[config.mk]
export PLATFORM = sky130hd
export DESIGN_NAME = ctopa_ram
export DESIGN_NICKNAME = d
export VERILOG_FILES = /design/src/hw/rtl/ctopa_ram.sv
export SDC_FILE = /design/constraint.sdc
export NUM_CORES = 1
export LEC_CHECK = 0
export BUFFER_PORTS_ARGS = -buffer_cell sky130_fd_sc_hd__buf_2
export CORE_UTILIZATION = 38
export CTS_BUF_LIST = sky130_fd_sc_hd__clkbuf_4
export DETAILED_ROUTE_END_ITERATION = 8
export PLACE_DENSITY = 0.55
export RECOVER_POWER = 100
export SYNTH_ARGS = -nofsm -noshare
export SYNTH_HDL_FRONTEND = slang
export SYNTH_SLANG_ARGS = --single-unit
export TNS_END_PERCENT = 1
[constraint.sdc]
create_clock -name clk -period 1.8 [get_ports clk]
set_clock_uncertainty 0.05 [all_clocks]
set_input_delay 0 -clock clk [delete_from_list [all_inputs] [get_ports clk]]
set_output_delay 0 -clock clk [all_outputs]
set_load 0.05 [all_outputs]
[src/hw/rtl/ctopa_ram.sv]
// ----------------------------------------------------------------------------
// ctopa_ram
// Generic single-port-write, single-port-read RAM with a registered read.
// ----------------------------------------------------------------------------
module ctopa_ram #(
  parameter int WIDTH = 8,
  parameter int DEPTH = 16,
  localparam int AW = (DEPTH > 1) ? $clog2(DEPTH) : 1
) (
  input  logic             clk,
  input  logic             we,
  input  logic [AW-1:0]    waddr,
  input  logic [WIDTH-1:0] wdata,
  input  logic             re,
  input  logic [AW-1:0]    raddr,
  output logic [WIDTH-1:0] rdata
);

  logic [WIDTH-1:0] mem [DEPTH];

  always_ff @(posedge clk) begin
    if (we) begin
      mem[waddr] <= wdata;
    end
    if (re) begin
      rdata <= mem[raddr];
    end
  end

endmodule

# After elaboration in Yosys (flattened, before gate mapping)
# Memories as Yosys holds them, arrays and structs flattened. A register that Yosys moved wholly into a read port is not among the register bits.
# Cells that the tools add are included.
totals:
  ff_bits: 0
  mem_bits_rw: 128
  input_bits: 19
  output_inout_bits: 8
  wordCells: 3
  memories: 1
mem_list:
  columns: ["memory", "depth", "word_bits", "rd", "rd_clocked_by_memory_dff", "write_ports", "line", "source"]
  rows:
  - ["mem", 16, 8, 1, 1, 1, "19", "logic [WIDTH-1:0] mem [DEPTH];"]
classes:
  n_mux: 2
op_table:
  columns: ["operator", "n"]
  rows:
  - ["two-way mux 1 bit", 2]

# Logic depth before layout (Yosys ltp)
depth:
  ltp_word: 2
  ltp_mapped: 5
  depth_no_buf: 3

# Worst setup path after synthesis
# Ideal clock, no wire load.
synth_path:
  path_kind: "input -> register"
  from: "in waddr[2]"
  to: "mem mem[0][0] (enable)"
  setup_ns: 0.383
  t_arrival_ns: 1.110
  t_required_ns: 1.367
  setup_slack_ns: 0.257
  cell_stages: 2
  path_buffers: 0
  path_cell_list: "or3b_2 -> nor3_1"
synth_lines:
  columns: ["element", "line", "source"]
  rows:
  - ["from (decl)", "12", "input logic [AW-1:0] waddr,"]
  - ["to (decl)", "19", null]
# No word-level cell before the write port.

==> flow_summary.json <==
{
  "clock.fmax_mhz": 629,
  "async_flop_share": 0,
  "syn_area_um2": 5230,
  "grtUsageTotal": 0.152,
  "fillCellCount": 1180,
  "synth_top_area_frac": 0.781,
  "power_leakage_nw": 1.96,
  "cp_data_required_time_ns": 1.99,
  "fin_cells": 488,
  "path_clk_slew_ns": 0.12,
  "ys_types": 18,
  "grt_pass1_vias": 2550,
  "ios": 27,
  "final_nets": 318,
  "ir_drop_mv": 0.356,
  "status": "finished, final reports clean",
  "hold_viol": 0,
  "numCtsBuffers": 17,
  "period_share": 0.883,
  "gr-total-overflow": 0,
  "r2r_start": "mem[3][7]$_DFFE_PP_",
  "die_w_um": 119,
  "fp.dieH_um": 119,
  "finalSetupViolations": 0,
  "rows": 42,
  "path_max_fanout": 1,
  "hpwl_um": 6270,
  "synthTopCellsByArea": "edfxtp_1 78%, mux4_2 7.8%, mux4_1 7.0%",
  "yosysMostFrequentCell": "edfxtp_1",
  "io_buffers": 26,
  "syn-num-nets": 248,
  "hold_path_end": "rdata[5]$_DFFE_PP_",
  "yosysTopAreaCell": "edfxtp_1",
  "power_density_nw_per_um2": 1030,
  "placed_area_um2": 5690,
  "drv_slew": 0,
  "vias": 2451,
  "remaining_drc_errors": 0,
  "synthCells": 229,
  "grt_first_pass_wirelength_um": 15200,
  "period_minus_slack_ns": 1.59,
  "worst_pin_slew_ns": 0.784,
  "final_area_um2": 6070,
  "ys_ff_latch": 136,
  "synth_edf_count": 136,
  "post_cts_buffers": 0,
  "min_from": "raddr[3]",
  "rsz0062_at_grt": "false",
  "finalSetupTns_ns": 0,
  "cts_root_buf": "clkbuf_4",
  "drive_gt1_frac": 0.212,
  "hold_ws_ns": 0.111,
  "synthTopCellsByCount": "136 x edfxtp_1, 18 x mux4_2, 16 x a22oi_1",
  "ant_nets": 0,
  "syn_to_final_growth_pct": 16.2,
  "multi_input_area_um2": 1060,
  "seqCellArea_um2": 4080,
  "cts_sinks": 136,
  "dr.pass1.iters": 4,
  "min_path_cells": 5,
  "slew_headroom": 0.477,
  "post-place-cells": 444,
  "routed_wl_um": 9750,
  "cp.arrival_ns": 1.78,
  "gp_congestion": 0.678,
  "crit_type": "flop to flop",
  "h-tree-depth": 4,
  "reg2reg_to": "rdata[7]$_DFFE_PP_",
  "rrSetupSlack_ns": 0.21,
  "cts_tree": "yes",
  "clk_latency_ns": 0.49,
  "maxCapViolCount": 0,
  "dpl_worst_slack_ns": 0.154,
  "drt_iter0_markers": 146,
  "hp-class": "primary input to flop",
  "synth.avg_cell_area_um2": 22.8,
  "yosys_warnings": 0,
  "grt_max_degree": 33,
  "core_area_um2": 13300,
  "max-clock-path-buffers": 2,
  "viasPerCell": 5.02,
  "worst-r2r-cell-count": 3,
  "wl_per_cell_um": 20.0,
  "end_kind": "flop",
  "setup_slack_ns": 0.210,
  "synth_ff_type": "edfxtp_1",
  "start_util": 0.392,
  "seq_area_frac_synth": 0.781,
  "start_kind": "flop",
  "dieArea_um2": 14200,
  "grt_antenna_before_repair": 1
}
==> cells by family (layout without fill, tap and decap cells) <==
family	after synthesis	in the layout	share of synthesized area
buffers and inverters	10	92	0.0165
and+or+nand+nor	35	35	0.0314
DFF	136	136	0.781
muxes	32	32	0.148
AOI/OAI and AO/OA	16	16	0.0230
other	0	1	0
==> worst max-delay path, cell delays in order, from the launching register on <==
cell and delay, ns:
edfxtp_1 0.41, mux4_2 0.49, a22oi_1 0.24, nand2_1 0.14
==> cells in the final DEF (no fill, tap or decap) <==
cell,n
edfxtp_1,136
and2b_1,1
clkbuf_1,33
buf_2,8
nand3b_1,2
nor2_1,13
mux4_1,14
clkbuf_4,19
mux4_2,18
nor2b_1,1
clkinv_4,3
and2_1,1
dlygate4sd3_1,12
nand3_1,1
clkinv_2,2
nor3_1,4
clkbuf_2,1
clkinvlp_4,2
buf_4,5
buf_12,2
bufinv_16,5
diode_2,1
nand2b_1,2
or3b_2,1
a22oi_1,16
nand2_1,9
==> flip-flops by register name, summed over array words and instances (netlist names) <==
name	cells
mem	128
rdata	8
==> area by class of cell <==
class / count / area share
Sequential cell: 136 / 0.672
Antenna cell: 1 / 0.000412
Timing Repair Buffer: 61 / 0.0604
Clock buffer: 19 / 0.0235
Tap cell: 176 / 0.0363
Clock inverter: 12 / 0.0332
Multi-Input combinational cell: 83 / 0.174
==> how the worst max path moves through the flow <==
stage	startpoint	end	slack, ns	depth (start not counted)
after floorplan	waddr[2]	mem[0][0]$_DFFE_PP_	0.26	2
after global placement	raddr[0]	rdata[2]$_DFFE_PP_	0.15	5
after detailed placement	raddr[0]	rdata[2]$_DFFE_PP_	0.15	5
after CTS	mem[3][7]$_DFFE_PP_	rdata[7]$_DFFE_PP_	0.17	3
after global routing	waddr[1]	mem[4][6]$_DFFE_PP_	0.16	5
final	mem[3][7]$_DFFE_PP_	rdata[7]$_DFFE_PP_	0.21	3
==> routing by layer <==
metal  routed length, um  vias up  global-route usage
met3                 387        4              0.0441
li1                    -     1122                   -
met2                4920       59               0.244
met4                  61        0              0.0539
met5                   0        -                   0
met1                4380     1266               0.198
==> where the power goes <==
part           internal (mW)  switching (mW)  leakage [nW]
clock                   1.27            1.02         0.179
sequential              3.56          0.0187          1.24
combinational          0.149           0.240         0.541
==> stage by stage <==
stage	util	power [mW]
2_1_floorplan	-	3.88
3_3_place_gp	0.426	4.04
3_5_place_dp	0.426	4.04
4_1_cts	0.461	6.34
5_1_grt	0.455	6.48
6_report	0.455	6.26
==> repair_timing <==
action | 4_1_cts | 5_1_grt
endpoints found under the hold margin | 168 | 0
hold buffers | 12 | 0
gates resized for setup | 0 | 0
No activity file was read; power rests on OpenSTA's default activity.
