File: config.mk
export PLATFORM = sky130hd
export DESIGN_NAME = ctopa_cellidx
export DESIGN_NICKNAME = d
export VERILOG_FILES = /design/src/hw/rtl/ctopa_pkg.sv /design/src/hw/rtl/ctopa_cellidx.sv
export SDC_FILE = /design/constraint.sdc
export NUM_CORES = 1
export LEC_CHECK = 0
export BUFFER_PORTS_ARGS = -buffer_cell sky130_fd_sc_hd__buf_4
export CORE_ASPECT_RATIO = 2
export CORE_MARGIN = 5
export CORE_UTILIZATION = 47
export DETAILED_ROUTE_END_ITERATION = 16
export PLACE_DENSITY = 0.68
export REMOVE_ABC_BUFFERS = 1
export SKIP_LAST_GASP = 1
export SLEW_MARGIN = 25
export SYNTH_ARGS = -nofsm -noshare
export SYNTH_HDL_FRONTEND = slang
export SYNTH_SLANG_ARGS = --single-unit
File: constraint.sdc
create_clock -name vclk -period 8.6
set_clock_uncertainty 0.05 [all_clocks]
set_input_delay 0.43 -clock vclk [all_inputs]
set_output_delay 0.43 -clock vclk [all_outputs]
set_load 0.005 [all_outputs]
File: src/hw/rtl/ctopa_pkg.sv
// ----------------------------------------------------------------------------
// ctopa_pkg
// Shared widths, codes and types of the cell tensor outer product accumulator.
// ----------------------------------------------------------------------------
package ctopa_pkg;

  localparam int CELL_W    = 5;
  localparam int CFG_W     = 5;
  localparam int CFG_IDX_W = 2;
  localparam int SEG_W     = 32;
  localparam int BURG_W    = 18;
  localparam int PROD_W    = SEG_W + BURG_W;
  localparam int OUT_W     = 48;
  localparam int NUM_ENT   = 9;
  // Wide enough for the largest linear index (31*31*30 + 31*30 + 30) and for 65536.
  localparam int LIN_W     = 17;

  localparam int DEF_MAX_CELLS = 4096;
  localparam int DEF_ACC_WIDTH = 48;

  localparam logic [CFG_W-1:0] RST_CELLS = 5'd4;

  localparam logic [CFG_IDX_W-1:0] REG_X_CELLS = 2'd0;
  localparam logic [CFG_IDX_W-1:0] REG_Y_CELLS = 2'd1;
  localparam logic [CFG_IDX_W-1:0] REG_Z_CELLS = 2'd2;

  localparam logic FUNC_ACC  = 1'b0;
  localparam logic FUNC_READ = 1'b1;

  typedef struct packed {
    logic             ok;
    logic [LIN_W-1:0] lin;
  } cell_loc_t;

endpackage

File: src/hw/rtl/ctopa_cellidx.sv
// ----------------------------------------------------------------------------
// ctopa_cellidx
// Turns one-based cell indices into a linear cell index and checks bounds.
// ----------------------------------------------------------------------------
module ctopa_cellidx
  import ctopa_pkg::*;
#(
  parameter int MAX_CELLS = DEF_MAX_CELLS
) (
  input  logic [CELL_W-1:0] cell_x,
  input  logic [CELL_W-1:0] cell_y,
  input  logic [CELL_W-1:0] cell_z,
  input  logic [CFG_W-1:0]  x_cells,
  input  logic [CFG_W-1:0]  y_cells,
  input  logic [CFG_W-1:0]  z_cells,
  output cell_loc_t         loc
);

  logic [2*CFG_W-1:0] zy;
  logic [LIN_W-1:0]   lin;
  logic               in_grid;

  always_comb begin
    zy  = (2*CFG_W)'(z_cells) * (2*CFG_W)'(y_cells);
    lin = LIN_W'(cell_z - 1'b1)
        + LIN_W'(z_cells) * LIN_W'(cell_y - 1'b1)
        + LIN_W'(zy) * LIN_W'(cell_x - 1'b1);
    in_grid = (cell_x != '0) && (cell_y != '0) && (cell_z != '0)
           && (cell_x <= x_cells) && (cell_y <= y_cells) && (cell_z <= z_cells);
    loc.ok  = in_grid && (lin < LIN_W'(MAX_CELLS));
    loc.lin = lin;
  end

endmodule

[Word-level counts from Yosys, hierarchy flattened]
Cells that the tools add are included.
Cells by class
  add/subtract/negate cells: 5
  multipliers: 3
  div/mod/pow operators: 0
  order comparisons: 4
  equal/unequal tests: 0
  shift-type cells: 0
  multiplexer cells: 0
  bitwise gates (word level): 0
  reduce and logical (&&, ||, !) cells: 9
Operators with widths (number)
  subtractor 5 x 1 -> 6 bit (second input constant): 3
  adder 17 bit: 1
  < comparator 17 x 13 -> 1 bit (second input constant): 1
  multiplier 11 x 6 -> 17 bit: 1
  <= comparator 5 bit: 3
  nonzero test 5 bit: 3
  adder 6 x 12 -> 13 bit: 1
  multiplier 6 x 6 -> 12 bit: 1
  multiplier 5 x 5 -> 10 bit: 1
  logical AND 1 bit: 6
Storage, ports and cells
  bits in registers: 0
  bits in latches: 0
  bits in writable memories: 0
  memory bits (read-only): 0
  input bits: 30
  output and inout port bits: 18
  memories: 0

[Logic depth before layout (Yosys ltp)]
  depth in word-level cells: 7
  mapped depth: 32
  gate-level depth less buffers: 31

[Least setup slack after synthesis]
Ideal clock, no wire load.
  path type: input to output
  start: input port cell_y[0]
  end: output port loc[17] (netlist bit)
  data arrival time: 7.633 ns
  slack: 0.487 ns
  stages on the path: 31
  buffers on the path: 1
  path through: inv_1 ha_1 nor3b_1 xor2_1 nand2_1 fa_1 fa_1 inv_1 fa_1 inv_1 fa_1 inv_1 ha_1 nand2_1 o21ai_1 or4_1 a211o_1 o211ai_1 ha_1 inv_1 fa_1 fa_1 inv_1 ha_1 buf_2 nand3_1 nor4_2 nor3_1 mux2i_1 xnor2_1 nor4_2
RTL lines
  from (decl): RTL line ctopa_cellidx.sv:11  | input logic [CELL_W-1:0] cell_y,
  to (decl): RTL line ctopa_cellidx.sv:16  | output cell_loc_t loc

==> impl_results.md <==
- Clock buf count: 0
- Hold WC Path Type: in -> out
- Area of the core: 0.0114 mm²
- Number of buffers added on ports: 48
- Yosys top cell by area: fa_1
- Largest net degree at the start of global routing: 13
- Crit path largest cell delay: 0.55 ns
- Detailed Routing Iterations Pass 1: 4
- Fillcell total: 1098
- Max Cap Violations: 0
- I/O Pins: 48
- Drc violations: 0
- Initial Util: 0.481
- Post-DRT Antenna Nets: 0
- CP max-delay cell: fa_1
- M1 WL: 4810 µm
- CP max FO: 5
- Share of layout cells above drive strength 1: 0.135
- Hold depth: 4
- Count leader, synth: inv_1
- Multi-input logic area: 0.00501 mm²
- Worst hold slack: 1.31 ns
- Crit path launch type: primary input
- Syn Inst Count: 677
- WP data required: slightly above 8 ns
- Sequential cell area: 0 µm²
- DIE AREA: ~0.014 mm²
- Via count: 4837
- Main area contributors after synthesis: fa_1, ha_1, inv_1, nor2_1, xnor2_1
- Final-report hold violation count: 0
- GRT overflow: 0
- Run status: finished clean
- Finish-stage setup viols: 0
- Hpwl dp: 13700 µm
- Worst endpoint data arrival time: 7.89 ns
- Synth unique cells: 50
- First-pass GRT wire length: about 25000 µm
- Worst Tran Pin Value: 0.824 ns
- Rel. slew slack: 0.445
- DRT iter0 DRCs: 138
- DIE WIDTH: 86.2 µm
- Fin Setup TNS: 0 ns
- Vias/cell: 5.52
- Syn Std Cell Area: 0.00546 mm²
- Most frequent CP cell: buf_4
- Highest metal used: met4
- Die Y: 162 µm
- Vias in the first global route: 5463
- CP Capture Type: output port
- Sequential cell count: 0
- Critical path class: in -> out
- Layout area overhead: 14.4%
- Num rows: 55
- ANT cells: 0
- Final WL: 15100 µm
- Antenna violations before repair: 0
- Tcrit/Tclk final: 0.973
- Max Slew Vio Count: 0
- Final RePlAce weighted congestion: between 0.9 and 1
- GRT Overall Usage: 0.223
- Post-synth top cells: inv_1, ha_1, fa_1
- Met3 wire len: 448 µm
- Post-route minimum period: 8.37 ns
- Max Clk Rate: 0.119 GHz
- Wire per inst: 17.3 µm
- Routed wl met2: 8690 µm
- Synth top area share: 0.286
- Nets@finish: 955
- Syn avg cell area: 8.07 µm²
- Register area share after synthesis: 0
- Synth warn: 0
[metrics by stage]
step / area, µm² / worst slack, ns / std cells / utilization
2_1_floorplan: 5430 / 0.516 / 670 / -
3_3_place_gp: 6070 / 0.123 / 874 / 0.535
3_5_place_dp: 6070 / -0.0119 / 874 / 0.535
4_1_cts: 6080 / 0.0484 / 874 / 0.536
5_1_grt: 6250 / -0.0590 / 877 / 0.550
6_report: 6250 / 0.229 / 877 / 0.550
[kinds of logic (layout without fill, tap and decap cells)]
family          count (synthesis)  count (layout)  share of synthesized area
simple gates                  207             207                      0.185
mux                             4               4                    0.00733
fa+ha+maj                     188             188                      0.538
xor+xnor                       36              36                     0.0577
compound gates                 82              82                      0.100
buf+inv                       160             218                      0.111
[path summary, 6_finish.rpt]
kind | startpoint | to | slack, ns
worst min-delay path | cell_x[0] | loc[0] | 1.31
worst max-delay path | cell_y[1] | loc[17] | 0.23
[area by class of cell]
type,instances,area share
multi-input cells,517,0.801
inverters,153,0.0919
repair buffers,65,0.0781
well taps,142,0.0284
[timing repair]
| action | CTS | global route |
|---|---|---|
| buffers inserted | 0 | 3 |
| hold buffers | 0 | 0 |
| gates resized for setup | 2 | 30 |
| endpoints found under the setup margin | 1 | 5 |
| pin swaps | 0 | 18 |
[cell usage in the layout (no fill, tap or decap), types with 6 or more instances in the layout]
cell      instances
o21ai_0           9
nand2b_1         16
a21oi_1          17
nor3_1           12
ha_1            105
a21o_1           11
nand3_1           8
xor2_1           12
nor2b_1          10
and3_1            6
xnor2_1          22
and2_1           15
fa_1             78
nand2_1          50
inv_1           152
buf_4            65
nor2_1           61
[worst max-delay path, delay by kind of cell]
family	cells	cell delay, ns
adder cells (fa/ha/maj)	10	3.70
buffers and inverters	10	0.99
AND/OR/NAND/NOR	6	1.51
AO/OA/AOI/OAI	6	1.16
XOR/XNOR	1	0.11
[metal layers]
metal  up-vias  GRT usage
li1       2285          -
met3        76     0.0106
met1      2335      0.208
met4         0      0.133
met2       141      0.454
met5         -          0
Power is left out: the tool's default activity adds up to more than one toggle a clock period on the data nets, which glitch-free logic cannot reach.
