**config.mk**
```make
export PLATFORM = sky130hd
export DESIGN_NAME = ctopa_lane
export DESIGN_NICKNAME = d
export VERILOG_FILES = /design/src/hw/rtl/ctopa_pkg.sv /design/src/hw/rtl/ctopa_lane.sv
export SDC_FILE = /design/constraint.sdc
export NUM_CORES = 1
export LEC_CHECK = 0
export ABC_AREA = 1
export BUFFER_PORTS_ARGS = -buffer_cell sky130_fd_sc_hd__buf_4
export CORE_UTILIZATION = 30
export DETAILED_ROUTE_END_ITERATION = 7
export PLACE_DENSITY_LB_ADDON = 0.12
export SKIP_LAST_GASP = 1
export SLEW_MARGIN = 20
export SYNTH_ARGS = -nofsm -noshare
export SYNTH_HDL_FRONTEND = slang
export SYNTH_SLANG_ARGS = --single-unit
```
**constraint.sdc**
```tcl
create_clock -name vclk -period 2.2
set_input_delay 0.22 -clock vclk [all_inputs]
set_output_delay 0.22 -clock vclk [all_outputs]
set_load 0.005 [all_outputs]
```
**src/hw/rtl/ctopa_pkg.sv**
```systemverilog
// ----------------------------------------------------------------------------
// ctopa_pkg
// Shared widths, codes and types of the cell tensor outer product accumulator.
// ----------------------------------------------------------------------------
package ctopa_pkg;

  localparam int CELL_W    = 5;
  localparam int CFG_W     = 5;
  localparam int CFG_IDX_W = 2;
  localparam int SEG_W     = 32;
  localparam int BURG_W    = 18;
  localparam int PROD_W    = SEG_W + BURG_W;
  localparam int OUT_W     = 48;
  localparam int NUM_ENT   = 9;
  // Wide enough for the largest linear index (31*31*30 + 31*30 + 30) and for 65536.
  localparam int LIN_W     = 17;

  localparam int DEF_MAX_CELLS = 4096;
  localparam int DEF_ACC_WIDTH = 48;

  localparam logic [CFG_W-1:0] RST_CELLS = 5'd4;

  localparam logic [CFG_IDX_W-1:0] REG_X_CELLS = 2'd0;
  localparam logic [CFG_IDX_W-1:0] REG_Y_CELLS = 2'd1;
  localparam logic [CFG_IDX_W-1:0] REG_Z_CELLS = 2'd2;

  localparam logic FUNC_ACC  = 1'b0;
  localparam logic FUNC_READ = 1'b1;

  typedef struct packed {
    logic             ok;
    logic [LIN_W-1:0] lin;
  } cell_loc_t;

endpackage

```
**src/hw/rtl/ctopa_lane.sv**
```systemverilog
// ----------------------------------------------------------------------------
// ctopa_lane
// Saturating add of one outer product term into one tensor entry.
// ----------------------------------------------------------------------------
module ctopa_lane
  import ctopa_pkg::*;
#(
  parameter int ACC_WIDTH = DEF_ACC_WIDTH
) (
  input  logic signed [PROD_W-1:0]    prod,
  input  logic signed [ACC_WIDTH-1:0] acc,
  output logic signed [ACC_WIDTH-1:0] sum
);

  localparam int SW = ((ACC_WIDTH > PROD_W) ? ACC_WIDTH : PROD_W) + 1;

  logic signed [SW-1:0]   full;
  logic [SW-ACC_WIDTH:0]  top;
  logic                   ovf;

  always_comb begin
    full = SW'(acc) + SW'(prod);
    top  = full[SW-1:ACC_WIDTH-1];
    // In range only when every bit above the result sign matches it.
    ovf  = !((&top) || !(|top));
    if (ovf) begin
      sum = full[SW-1] ? {1'b1, {(ACC_WIDTH-1){1'b0}}} : {1'b0, {(ACC_WIDTH-1){1'b1}}};
    end else begin
      sum = full[ACC_WIDTH-1:0];
    end
  end

endmodule

```
# --- Word level (Yosys, flattened, before mapping) ---
# Index checks and enable logic that the tools add are counted.
totals:
  ff_bits: 0
  in_bits: 98
  out_inout_bits: 48
  elab_cells: 7
classes:
  add_sub_neg: 1
  muxes: 2
  n_reduce_logical: 4
ops:
  columns: ["op", "count"]
  rows:
  - ["$mux W48", 2]
  - ["$add A48 B50 Y51", 1]
  - ["$reduce_and A4 Y1", 1]
  - ["$reduce_or A4 Y1", 1]
  - ["$logic_not A1 Y1", 1]
  - ["$logic_or A1 B1 Y1", 1]

# --- Logic depth before layout (Yosys ltp) ---
logic_depth:
  word_depth: 5
  depth_mapped: 20
  depth_no_buf: 18

# --- Worst setup path before layout ---
# OpenSTA, ideal clock, no wires.
synth_path:
  path_kind: "input to output"
  start: "input prod[0]"
  end: "output sum[17]"
  t_arrival_ps: 2146
  required_ps: 1980
  slack_ps: -166
  path_stages: 18
  cell_sequence: "ha_1 inv_1 fa_1 nor2_1 o21ai_0 nand2_1 nand2_1 nand2_2 nand2_1 nand3_1 nand2_1 nand2_1 nor2_1 nand2_2 nand3_2 buf_4 buf_4 nand2_1"
synth_via:
  elab_chain_len: 5
  word_cells_on_any_way: 7
  classes_between: "add/sub: 1; mux: 2; reduce/logical: 4"
synth_lines:
  columns: ["element", "line_no", "rtl"]
  rows:
  - ["start: declaration", "ctopa_lane.sv:10", "input logic signed [PROD_W-1:0] prod,"]
  - ["$add A48 B50 Y51 (*)", "ctopa_lane.sv:22", "full = SW'(acc) + SW'(prod);"]
  - ["$reduce_or A4 Y1", "ctopa_lane.sv:25", "ovf = !((&top) || !(|top));"]
  - ["$logic_not A1 Y1", "ctopa_lane.sv:25", null]
  - ["$logic_or A1 B1 Y1", "ctopa_lane.sv:25", null]
  - ["$mux W48 (*)", "ctopa_lane.sv:26", "if (ovf) begin"]
  - ["end: declaration", "ctopa_lane.sv:12", "output logic signed [ACC_WIDTH-1:0] sum"]
# Mark *: on every way between the ends. The rest lies on a longest branch, timed or not.

# --- Worst setup path after layout ---
layout_path:
  start: "input prod[0]"
  end: "output sum[18]"
# Same word-level chain as after synthesis.

==> impl_metrics.csv <==
group,metric,value,unit
worst_setup_path,worstSetupEndpointType,"primary output",
detailed_routing,top_layer,"met4",
placement,place_ws,-569,ps
global_routing,grt_max_degree,27,
final_layout,fillCellCount,1444,
detailed_routing,routed_wl,17.9,mm
placement,dp_hpwl,14.6,mm
worst_setup_path,crit_slowest_cell,"fa_2",
final_layout,antenna_cells,0,
worst_setup_path,worst-path-buf-inv,4,
detailed_routing,avgViaCountPerCell,4.58,
floorplanning,initial_core_util,0.307,
job,drv_cap,0,
yosys,syn_area,4250,um2
run_status,violations,"negative setup slack",
detailed_routing,drt_iter0_drc,295,
global_routing,grt_pass1_wl,28.0,mm
worst_setup_path,crit_path_max_incr_delay,420,ps
yosys,yosysWarnings,0,
final_layout,seq_cells,0,
power,ir_worst_vdd,192,uV
worst_setup_path,criticalPathCategory,"input pin to primary output",
global_routing,overflow,0,
final_layout,area_growth,92.2,%
sta,worst_pin_slew,461,ps
sta,period_needed,2570,ps
placement,place_congestion,0.912,
run_status,status,"finished with violations",
sta,max_freq,389,MHz
power,leakagePower,4.23,nW
sta,finalSetupViolCount,47,
detailed_routing,drc,0,
global_routing,grt_pass1_vias,5898,
yosys,synthCells,849,
final_layout,fin_cells,1367,
worst_setup_path,crit_path_start_kind,"input pin",
sta,period_share,1.17,
final_layout,nClkBuffers,0,
yosys,syn_avg_cell_area,5.01,um2
floorplanning,dieArea,14700,um2
worst_setup_path,path_cells,"buf_4 > ha_4 > inv_2 > fa_2 > nor2_2 > o21ai_1 > nand2_1 > nand2_1 > nand2_2 > nand2_2 > nand4_1 > nand2_1 > nor2_1 > nand2_2 > nand2_4 > buf_12 > nand2_1 > nand2_1 > buf_4",
worst_setup_path,crit_top_cell,"nand2_1",
global_routing,grtUsageTotal,0.237,
power,fin_total_pwr,2.92,mW
detailed_routing,vias,6258,
detailed_routing,avgRoutedWirePerCell,13.1,um
detailed_routing,dr_wl_met3,771,um
yosys,synth_cell_types,32,
detailed_routing,dr.pass1.iters,6,
sta,worst_slack,-371,ps
yosys,ys_seq_area_frac,0,
placement,dp_cells,1339,
floorplanning,fp.dieH,121,um
detailed_routing,wl_met1,8.47,mm
floorplanning,ios,146,
worst_setup_path,worst-path-max-fanout,21,
sta,hold_violations,0,
final_layout,final_util,0.591,
final_layout,nNetsFinal,1338,
detailed_routing,met2_length,8.54,mm
hold_path,hp-class,"input pin to primary output",
floorplanning,rows,43,
power,powerDensity,357,nW/um2
worst_setup_path,crit_arrival,2350,ps
placement,numPortBuffers,146,
sta,maxSlewHeadroom,0.689,
final_layout,multi_input_area,4770,um2
sta,rsz0062_at_grt,"yes",
detailed_routing,drtAntennaViolNets,0,
worst_setup_path,cpLargestDelayFamily,"simple AND/OR/NAND/NOR gates",
final_layout,drive_gt1_frac,0.477,
yosys,syn-num-nets,998,
worst_setup_path,cp.required,1980,ps
sta,maxSlewViolCount,0,
floorplanning,core,13800,um2
final_layout,area.sequential,0,um2
floorplanning,die_w,121,um
global_routing,antenna_found_initial,0,
==> cell type report <==
type	instances	area share
well taps	180	0.0276
multi-input cells	707	0.584
inverters	132	0.0606
repair buffers	348	0.327
==> per-stage QoR <==
stage	setup TNS, ps	instance area, um2	hold WS, ps
2_1_floorplan	0	4340	631
3_3_place_gp	-23850	6920	830
3_5_place_dp	-26160	6920	829
4_1_cts	-15300	7950	832
5_1_grt	-22360	8170	853
6_report	-16650	8170	829
==> power by group <==
part           internal, mW  switching, mW
logic                  1.53           1.39
clock network             0              0
registers                 0              0
total                  1.53           1.39
==> final timing paths <==
path    start      end  slack, ps  cells after the start
max   prod[0]  sum[18]       -370                     19
min    acc[0]   sum[0]        830                      5
==> tightest hold or removal path: stages <==
cell,delay [ps]
buf_4,90
ha_4,110
nand2_1,40
nand2_1,50
buf_4,100
==> placed cells by master, fill, tap and decap left out, drive strengths merged <==
master and instances:
xnor2 18, fa 1, inv 132, nand2 369
o21a 1, o21bai 13, a21oi 59, xor2 25
nand3 34, a21o 1, nand3b 1, and2 2
a21boi 1, a211oi 2, ha 50, nor3 11
nor2 90, or2 2, a31oi 6, buf 348
nand4 7, o21ai 14
==> cell usage after synthesis, drive strengths merged <==
cell	count	share of area
o21a	1	0.0018
nand2	369	0.33
inv	132	0.12
nand3b	1	0.0018
nand3	34	0.044
a21o	1	0.0018
or2	2	0.0029
nor2	90	0.087
xnor2	18	0.037
a31oi	6	0.0088
and2	2	0.0029
nand4	7	0.010
buf	10	0.020
xor2	25	0.052
a211oi	2	0.0035
a21boi	1	0.0018
ha	50	0.15
a21oi	59	0.070
o21ai	14	0.016
nor3	11	0.014
o21bai	13	0.023
fa	1	0.0047
==> cells by family after synthesis <==
family / count (synthesis) / share of synthesized area
xor gates and xnor gates: 43 / 0.0886
AOI/OAI and AO/OA: 97 / 0.127
and+or+nand+nor: 516 / 0.496
adders and majority gates: 51 / 0.152
buffers and inverters: 142 / 0.137
==> routing by layer <==
layer	up-vias	GRT usage
met5	-	0
met4	0	0.0131
met3	8	0.00940
met2	160	0.421
met1	2776	0.329
li1	3314	-
==> timing repair <==
| item | in CTS | in global routing |
|---|---|---|
| cloned | 1 | 0 |
| setup endpoints to repair | 48 | 48 |
| buffers inserted | 24 | 5 |
| hold endpoints to repair | 0 | 0 |
| pin swaps | 29 | 35 |
| gates resized for setup | 133 | 64 |
| hold buffers | 0 | 0 |
(Power assumes the default switching activity.)
